File: src/rtl/ecbm_pkg.sv
// ----------------------------------------------------------------------------
// ecbm_pkg
// shared types and constants of the eye closure and blink monitor
// ----------------------------------------------------------------------------
package ecbm_pkg;

   localparam int unsigned COUNT_WIDTH_DEF = 16;
   localparam int unsigned ADDR_WIDTH      = 5;
   localparam int unsigned DATA_WIDTH      = 32;
   localparam int unsigned RUN_WIDTH       = 16;
   localparam int unsigned WIN_WIDTH       = 10;
   localparam int unsigned SUM_WIDTH       = 32;

   localparam logic [7:0]           DARK_LEVEL_RST    = 8'd15;
   localparam logic [RUN_WIDTH-1:0] CLOSED_LIMIT_RST  = 16'd70;
   localparam logic [RUN_WIDTH-1:0] CLOSURE_LIMIT_RST = 16'd20;
   localparam logic [WIN_WIDTH-1:0] WINDOW_FRAMES_RST = 10'd100;
   localparam logic [WIN_WIDTH-1:0] RATE_LIMIT_RST    = 10'd10;

   typedef enum logic [1:0] {
      ACT_PIXEL  = 2'd0,
      ACT_REGION = 2'd1,
      ACT_FRAME  = 2'd2,
      ACT_NONE   = 2'd3
   } action_type;

   typedef enum logic [2:0] {
      REG_DARK_LEVEL    = 3'd0,
      REG_CLOSED_LIMIT  = 3'd1,
      REG_CLOSURE_LIMIT = 3'd2,
      REG_WINDOW_FRAMES = 3'd3,
      REG_RATE_LIMIT    = 3'd4
   } reg_index_type;

   typedef struct packed {
      logic [7:0]           dark_level;
      logic [RUN_WIDTH-1:0] closed_count_limit;
      logic [RUN_WIDTH-1:0] closure_frames_limit;
      logic [WIN_WIDTH-1:0] window_frames;
      logic [WIN_WIDTH-1:0] blink_rate_limit;
   } cfg_type;

   typedef struct packed {
      logic                 report_kind;
      logic                 eyes_closed;
      logic                 long_closure;
      logic                 blink_start;
      logic [SUM_WIDTH-1:0] blink_total;
      logic                 window_done;
      logic                 high_blink_rate;
      logic [WIN_WIDTH-1:0] window_blinks;
   } result_type;

endpackage

File: src/rtl/eye_closure_blink_monitor_unit.sv
// the result of an accepted region end or frame end item is registered in the result register, or in the skid
// entry while the result register is held; one item per cycle while req_stall is low; pixel items give no result
// a two-entry output stage (result register plus skid) keeps the input open while a
// result waits; req_stall rises only when both entries are full
// synchronous active-high reset clears all counters, flags and the valid bits of both output entries
// ----------------------------------------------------------------------------
// eye_closure_blink_monitor_unit
// dark pixel counting per eye region, closure and blink tracking, blink windows
// ----------------------------------------------------------------------------
module eye_closure_blink_monitor_unit
   import ecbm_pkg::*;
#(
   parameter int unsigned COUNT_WIDTH = COUNT_WIDTH_DEF
)(
   input  logic                  clock,
   input  logic                  reset,
   input  logic                  req_valid,
   output logic                  req_stall,
   input  logic [1:0]            req_action,
   input  logic [7:0]            req_pixel,
   input  logic                  req_border,
   output logic                  rsp_valid,
   input  logic                  rsp_stall,
   output logic                  rsp_report_kind,
   output logic                  rsp_eyes_closed,
   output logic                  rsp_long_closure,
   output logic                  rsp_blink_start,
   output logic [SUM_WIDTH-1:0]  rsp_blink_total,
   output logic                  rsp_window_done,
   output logic                  rsp_high_blink_rate,
   output logic [WIN_WIDTH-1:0]  rsp_window_blinks,
   input  logic                  psel,
   input  logic                  penable,
   input  logic                  pwrite,
   input  logic [ADDR_WIDTH-1:0] paddr,
   input  logic [DATA_WIDTH-1:0] pwdata,
   output logic [DATA_WIDTH-1:0] prdata,
   output logic                  pready
);

   localparam int unsigned CMP_WIDTH = (COUNT_WIDTH > RUN_WIDTH) ? COUNT_WIDTH : RUN_WIDTH;

   cfg_type cfg;

   logic [COUNT_WIDTH-1:0] dark_count_ff, dark_count_in;
   logic [RUN_WIDTH-1:0]   closed_run_ff, closed_run_in;
   logic                   eye_closed_ff, eye_closed_in;
   logic                   blink_mark_ff, blink_mark_in;
   logic [SUM_WIDTH-1:0]   blink_sum_ff, blink_sum_in;
   logic [WIN_WIDTH-1:0]   win_pos_ff, win_pos_in;
   logic [WIN_WIDTH-1:0]   win_count_ff, win_count_in;

   result_type out_ff, out_in;
   result_type skid_ff, skid_in;
   logic       out_valid_ff, out_valid_in;
   logic       skid_valid_ff, skid_valid_in;

   result_type           res;
   logic                 res_valid;
   logic                 accept;
   logic                 out_take;
   action_type           act;
   logic                 closed;
   logic [WIN_WIDTH-1:0] win_len;

   ecbm_csr u_csr (
      .clock   (clock),
      .reset   (reset),
      .psel    (psel),
      .penable (penable),
      .pwrite  (pwrite),
      .paddr   (paddr),
      .pwdata  (pwdata),
      .prdata  (prdata),
      .pready  (pready),
      .cfg     (cfg)
   );

   assign req_stall = skid_valid_ff;
   assign accept    = req_valid && !skid_valid_ff;
   assign out_take  = out_valid_ff && !rsp_stall;
   assign act       = action_type'(req_action);

   assign closed  = CMP_WIDTH'(dark_count_ff) < CMP_WIDTH'(cfg.closed_count_limit);
   assign win_len = (cfg.window_frames == '0) ? WIN_WIDTH'(1) : cfg.window_frames;

   // per-item state update and result
   always_comb begin
      dark_count_in = dark_count_ff;
      closed_run_in = closed_run_ff;
      eye_closed_in = eye_closed_ff;
      blink_mark_in = blink_mark_ff;
      blink_sum_in  = blink_sum_ff;
      win_pos_in    = win_pos_ff;
      win_count_in  = win_count_ff;
      res           = '0;
      res_valid     = 1'b0;
      unique case (act)
         ACT_PIXEL: begin
            if (!req_border && (req_pixel <= cfg.dark_level) && (dark_count_ff != '1)) begin
               dark_count_in = dark_count_ff + COUNT_WIDTH'(1);
            end
         end
         ACT_REGION: begin
            dark_count_in = '0;
            res_valid     = 1'b1;
            if (closed) begin
               if (closed_run_ff != '1) begin
                  closed_run_in = closed_run_ff + RUN_WIDTH'(1);
               end
               if (!eye_closed_ff) begin
                  res.blink_start = 1'b1;
                  blink_mark_in   = 1'b1;
                  eye_closed_in   = 1'b1;
                  if (blink_sum_ff != '1) begin
                     blink_sum_in = blink_sum_ff + SUM_WIDTH'(1);
                  end
               end
            end else begin
               closed_run_in = '0;
               eye_closed_in = 1'b0;
            end
            res.eyes_closed  = closed;
            res.long_closure = closed_run_in > cfg.closure_frames_limit;
            res.blink_total  = blink_sum_in;
         end
         ACT_FRAME: begin
            dark_count_in = '0;
            res_valid     = 1'b1;
            if (blink_mark_ff && (win_count_ff != '1)) begin
               win_count_in = win_count_ff + WIN_WIDTH'(1);
            end
            blink_mark_in = 1'b0;
            if (win_pos_ff != '1) begin
               win_pos_in = win_pos_ff + WIN_WIDTH'(1);
            end
            res.report_kind = 1'b1;
            res.blink_total = blink_sum_ff;
            if (win_pos_in >= win_len) begin
               res.window_done     = 1'b1;
               res.high_blink_rate = win_count_in > cfg.blink_rate_limit;
               res.window_blinks   = win_count_in;
               win_count_in        = '0;
               win_pos_in          = '0;
            end
         end
         ACT_NONE: begin
         end
      endcase
   end

   // result register and skid entry
   always_comb begin
      out_in        = out_ff;
      skid_in       = skid_ff;
      out_valid_in  = out_valid_ff;
      skid_valid_in = skid_valid_ff;
      if (skid_valid_ff) begin
         if (out_take) begin
            out_in        = skid_ff;
            skid_valid_in = 1'b0;
         end
      end else if (accept && res_valid) begin
         if (!out_valid_ff || out_take) begin
            out_in       = res;
            out_valid_in = 1'b1;
         end else begin
            skid_in       = res;
            skid_valid_in = 1'b1;
         end
      end else if (out_take) begin
         out_valid_in = 1'b0;
      end
   end

   always_ff @(posedge clock) begin
      if (reset) begin
         dark_count_ff <= '0;
         closed_run_ff <= '0;
         eye_closed_ff <= 1'b0;
         blink_mark_ff <= 1'b0;
         blink_sum_ff  <= '0;
         win_pos_ff    <= '0;
         win_count_ff  <= '0;
         out_valid_ff  <= 1'b0;
         skid_valid_ff <= 1'b0;
      end else begin
         if (accept) begin
            dark_count_ff <= dark_count_in;
            closed_run_ff <= closed_run_in;
            eye_closed_ff <= eye_closed_in;
            blink_mark_ff <= blink_mark_in;
            blink_sum_ff  <= blink_sum_in;
            win_pos_ff    <= win_pos_in;
            win_count_ff  <= win_count_in;
         end
         out_valid_ff  <= out_valid_in;
         skid_valid_ff <= skid_valid_in;
      end
   end

   always_ff @(posedge clock) begin
      out_ff  <= out_in;
      skid_ff <= skid_in;
   end

   assign rsp_valid           = out_valid_ff;
   assign rsp_report_kind     = out_ff.report_kind;
   assign rsp_eyes_closed     = out_ff.eyes_closed;
   assign rsp_long_closure    = out_ff.long_closure;
   assign rsp_blink_start     = out_ff.blink_start;
   assign rsp_blink_total     = out_ff.blink_total;
   assign rsp_window_done     = out_ff.window_done;
   assign rsp_high_blink_rate = out_ff.high_blink_rate;
   assign rsp_window_blinks   = out_ff.window_blinks;

endmodule

File: src/rtl/ecbm_csr.sv
// ----------------------------------------------------------------------------
// ecbm_csr
// configuration registers behind an apb-style port
// ----------------------------------------------------------------------------
module ecbm_csr
   import ecbm_pkg::*;
(
   input  logic                  clock,
   input  logic                  reset,
   input  logic                  psel,
   input  logic                  penable,
   input  logic                  pwrite,
   input  logic [ADDR_WIDTH-1:0] paddr,
   input  logic [DATA_WIDTH-1:0] pwdata,
   output logic [DATA_WIDTH-1:0] prdata,
   output logic                  pready,
   output cfg_type               cfg
);

   cfg_type       cfg_ff;
   logic          wr_en;
   reg_index_type idx;

   assign pready = 1'b1;
   assign wr_en  = psel && penable && pwrite;
   assign idx    = reg_index_type'(paddr[ADDR_WIDTH-1:2]);
   assign cfg    = cfg_ff;

   always_ff @(posedge clock) begin
      if (reset) begin
         cfg_ff.dark_level           <= DARK_LEVEL_RST;
         cfg_ff.closed_count_limit   <= CLOSED_LIMIT_RST;
         cfg_ff.closure_frames_limit <= CLOSURE_LIMIT_RST;
         cfg_ff.window_frames        <= WINDOW_FRAMES_RST;
         cfg_ff.blink_rate_limit     <= RATE_LIMIT_RST;
      end else if (wr_en) begin
         case (idx)
            REG_DARK_LEVEL:    cfg_ff.dark_level           <= pwdata[7:0];
            REG_CLOSED_LIMIT:  cfg_ff.closed_count_limit   <= pwdata[RUN_WIDTH-1:0];
            REG_CLOSURE_LIMIT: cfg_ff.closure_frames_limit <= pwdata[RUN_WIDTH-1:0];
            REG_WINDOW_FRAMES: cfg_ff.window_frames        <= pwdata[WIN_WIDTH-1:0];
            REG_RATE_LIMIT:    cfg_ff.blink_rate_limit     <= pwdata[WIN_WIDTH-1:0];
            default: ;
         endcase
      end
   end

   always_comb begin
      prdata = '0;
      case (idx)
         REG_DARK_LEVEL:    prdata = DATA_WIDTH'(cfg_ff.dark_level);
         REG_CLOSED_LIMIT:  prdata = DATA_WIDTH'(cfg_ff.closed_count_limit);
         REG_CLOSURE_LIMIT: prdata = DATA_WIDTH'(cfg_ff.closure_frames_limit);
         REG_WINDOW_FRAMES: prdata = DATA_WIDTH'(cfg_ff.window_frames);
         REG_RATE_LIMIT:    prdata = DATA_WIDTH'(cfg_ff.blink_rate_limit);
         default:           prdata = '0;
      endcase
   end

endmodule

File: config.mk
export PLATFORM = sky130hd
export DESIGN_NAME = eye_closure_blink_monitor_unit
export DESIGN_NICKNAME = d
export VERILOG_FILES = /design/src/rtl/ecbm_pkg.sv /design/src/rtl/eye_closure_blink_monitor_unit.sv /design/src/rtl/ecbm_csr.sv
export SDC_FILE = /design/constraint.sdc
export NUM_CORES = 1
export LEC_CHECK = 0
export ABC_AREA = 1
export BUFFER_PORTS_ARGS = -buffer_cell sky130_fd_sc_hd__buf_4
export CAP_MARGIN = 10
export CORE_MARGIN = 8
export CORE_UTILIZATION = 55
export CTS_CLUSTER_DIAMETER = 30
export DETAILED_ROUTE_END_ITERATION = 16
export PLACE_DENSITY = 0.78
export RECOVER_POWER = 25
export SYNTH_ARGS = -nofsm -noshare
export SYNTH_HDL_FRONTEND = slang
export SYNTH_HIERARCHICAL = 1
export SYNTH_SLANG_ARGS = --single-unit
File: constraint.sdc
create_clock -name clock -period 4 [get_ports clock]
set_input_delay 0.2 -clock clock [delete_from_list [all_inputs] [get_ports clock]]
set_output_delay 0.2 -clock clock [all_outputs]
set_load 0.05 [all_outputs]
==> results.md <==
| Quantity | This run |
|---|---|
| Status | complete, but fails checks |
| Failing checks | capacitance limit, slew limit |
| Number of synthesized register bits | 244 |
| Worst setup SP type | flip-flop |
| Routed Wire Length | 40,500 µm |
| Number of clock buffers inserted by TritonCTS | 50 |
| Cell repeated most along the worst path | sky130_fd_sc_hd__nand2_1 |
| Kind of end point of the critical path | flip-flop |
| Number of instances resized during post-cts repair | 0 |
| Post-DR vias/cell | 5.41 |
| Warnings from Yosys | 6 |
| CP Buf/Inv Count | 1 |
| Slowest stage cell, crit path | sky130_fd_sc_hd__dfxtp_1 |
| Commonest cells after routing, fill and taps aside | sky130_fd_sc_hd__nand2_1, sky130_fd_sc_hd__nor2_1, sky130_fd_sc_hd__inv_1 |
| Number of I/O pins | 138 |
| Core region area | 0.0275 mm² |
| Fraction of final layout cells with drive strength greater than 1 | 8.93% |
| Crit path DAT | 3.93 ns |
| Number of instances in the synthesized netlist | 2,235 |
| Portion of the post-synthesis area used by sequential elements | 38.4% |
| Slew margin rel. | -81.8% |
| Final setup violation count | 0 |
| Top fanout value on the critical path | 9 |
| Max-slew violation total from the final report | 50 |
| Required time of the critical path | 4.27 ns |
| Worst-path cell chain | ha_1 -> nand2_1 -> nor3b_2 -> nand4_1 -> nand2_1 -> nor2_1 -> xor2_1 -> ha_1 -> a21oi_1 -> o21ai_0 -> nand2_1 -> nand4_1 -> nand2_1 -> inv_1 -> nand2_1 -> o21ai_0 |
| Transition time at the pin with the least slew margin | 2.73 ns |
| Nets | 2,444 |
| Average cell area after synthesis | 6.80 µm² |
| Worst min path class | primary input to flip-flop |
| IO Port Bufs | 102 |
| DRC | 0 |
| Unrepaired setup endpoints after global routing | no |
| LEAKAGE | 0.00793 µW |
| CTS clk-pin slew, worst paths | 0.05 ns |
| Clock network latency to the later pin of the worst-skew pair | 0.55 ns |
| Inserted Diodes | 0 |
| Final count of hold timing violations | 0 |
| Total global routing track utilization | 24.2% |
| Post-synth EDFFs | 96 |
| Die X | 182 µm |
| Power Dens Cells | 445 mW/mm² |
| IR drop worst, VDD | 0.328 mV |
| Post-DP HPWL | 27,700 µm |
| Wire length of the first global-routing pass | 67,500 µm |
| Yosys top cell by area | sky130_fd_sc_hd__dfxtp_1 |
| Period Utilization, post-route | 91.6% |
| Cells taking the most area after synthesis | sky130_fd_sc_hd__dfxtp_1, sky130_fd_sc_hd__edfxtp_1, sky130_fd_sc_hd__nand2_1 |
| Vias after detailed routing | 14,700 |
| Overall die height | 182 µm |
| Most frequent standard cell in the layout excluding fill and tap cells | sky130_fd_sc_hd__nand2_1 |
| Global route total overflow | 0 |
| Pin count of the biggest net entering global routing | 61 |
| Number of detailed-routing iterations run before antenna repair | 6 |
| Clock Sink Count | 244 |
| DRC marker count from the first detailed-route iteration | 1,350 |
| Routed Antenna Nets | 0 |
| Die area | 0.0332 mm² |
| Fraction of registers with async set/reset | 0% |
| Initial antenna violation count | 1 |
| Synth-to-layout area growth | 17.3% |
| Prevailing post-synth register cell | sky130_fd_sc_hd__dfxtp_1 |
| Max Cap Violations | 1 |
| Deepest level of the CTS H-tree | 2 |
| Average routed wire per standard cell | 14.9 µm |
| Family of cells with the greatest summed delay on the critical path | simple AND/OR/NAND/NOR gates |
| Top achievable clock speed | 273 MHz |
| Filler Cells Inserted | 2,410 |
| Shortest clock period the worst path allows after layout | 3.66 ns |
| CTS tree | done |
| Clock skew after layout | 0.0192 ns |
| Area share of the leading cell type in the synthesized netlist | 19.5% |
| Finished Core Util | 64.9% |
| Critical path type | flip-flop to flip-flop |
| Post-route setup TNS | 0 ns |
| Pre-CTS setup slack | 0.392 ns |
| Via count of the first global-routing pass | 13,900 |
| Clk Tree Root Cell | sky130_fd_sc_hd__clkbuf_16 |
| Delay of the slowest cell on the worst path | 0.41 ns |
| Rows | 61 |
| Clock Tree Buf Depth | 3 |
| Placer Congestion | 0.945 |
| Number of distinct library cells after synthesis | 47 |
| Synthesized cell area | 0.0152 mm² |
| Initial core utilization | 55.3% |
| Final setup margin | 0.336 ns |
==> synth_stat cells, drive strengths merged, types with 2 or more instances <==
cell / count
clkinv: 2
clkbuf: 47
nand3: 215
conb: 2
ha: 67
o21ai: 82
o21bai: 2
dfxtp: 148
nand4: 28
edfxtp: 96
nor4: 9
xor2: 34
o21a: 5
buf: 69
nor3b: 3
a211oi: 2
inv: 227
xnor2: 14
and3: 2
a21oi: 139
nor3: 9
nor2: 260
o211ai: 5
nand2: 761
==> cell families after synthesis <==
| logic type | synth area share, % |
|---|---|
| AOI/OAI and AO/OA | 8.17 |
| xor gates and xnor gates | 2.77 |
| adders and majority gates | 5.51 |
| buffers and inverters | 9.64 |
| DFF | 38.4 |
| muxes | 0.0658 |
| other | 0.0494 |
| and+or+nand+nor | 35.4 |
==> state kept, by name, indices dropped and copies added (netlist names), 10 cells and up <==
register	count
blink_sum_ff	32
closed_run_ff	16
dark_count_ff	16
rsp_blink_total	32
rsp_window_blinks	10
skid_ff	48
u_csr/cfg	60
win_count_ff	10
win_pos_ff	10
==> cell type report <==
type / instances / area (µm²) / area share, %
inverter: 229 / 865 / 4.85
tap: 346 / 433 / 2.43
timing repair buffer: 136 / 895 / 5.01
clock inverter: 38 / 536 / 3.00
clock buffer: 56 / 1290 / 7.25
sequential: 244 / 5850 / 32.8
multi-input combinational: 1661 / 7970 / 44.7
==> layer usage <==
metal  share of wire (%)  GRT usage [%]
met1                  44           31.7
met2                  46           40.3
met3                 7.0           3.94
met4                 2.2           7.48
met5               0.037              0
==> worst reg2reg max path, stage by stage, from the launching register on <==
cell and delay [ns]:
sky130_fd_sc_hd__dfxtp_1 0.41, sky130_fd_sc_hd__ha_1 0.20, sky130_fd_sc_hd__nand2_1 0.09, sky130_fd_sc_hd__nor3b_2 0.33, sky130_fd_sc_hd__nand4_1 0.32, sky130_fd_sc_hd__nand2_1 0.20
sky130_fd_sc_hd__nor2_1 0.07, sky130_fd_sc_hd__xor2_1 0.22, sky130_fd_sc_hd__ha_1 0.29, sky130_fd_sc_hd__a21oi_1 0.20, sky130_fd_sc_hd__o21ai_0 0.12, sky130_fd_sc_hd__nand2_1 0.08
sky130_fd_sc_hd__nand4_1 0.18, sky130_fd_sc_hd__nand2_1 0.31, sky130_fd_sc_hd__inv_1 0.15, sky130_fd_sc_hd__nand2_1 0.12, sky130_fd_sc_hd__o21ai_0 0.10
==> report_power, final <==
group | switching [µW] | leakage, µW | internal, µW
logic | 558 | 0.00498 | 201
clock network | 1400 | 0.000872 | 3060
registers | 55.0 | 0.00207 | 2660
==> path summary, 6_finish.rpt <==
kind                                     from                   to  slack, ns  cells past startpoint
worst min-delay path                rsp_stall            req_stall       0.02                      3
worst max-delay path            win_pos_ff[0]  rsp_high_blink_rate       0.34                     16
worst max register to register  win_pos_ff[0]  rsp_high_blink_rate       0.34                     16
worst min register to register  u_csr/cfg[24]        u_csr/cfg[24]       0.48                      2
==> through the flow <==
step	std cells	hold WS (ns)	area [µm²]	total power [µW]
floorplan	2250	0.326	15300	3320
global placement	2604	0.420	16000	3500
detailed placement	2604	0.425	16000	3520
CTS	2710	0.00388	18000	8000
global route	2710	0.0276	17800	8210
finish	2710	0.0241	17800	7940
==> repair_timing <==
action,4_1_cts,5_1_grt
setup buffers,0,0
endpoints found under the hold margin,20,0
hold buffers,12,0
(Power assumes the default switching activity.)
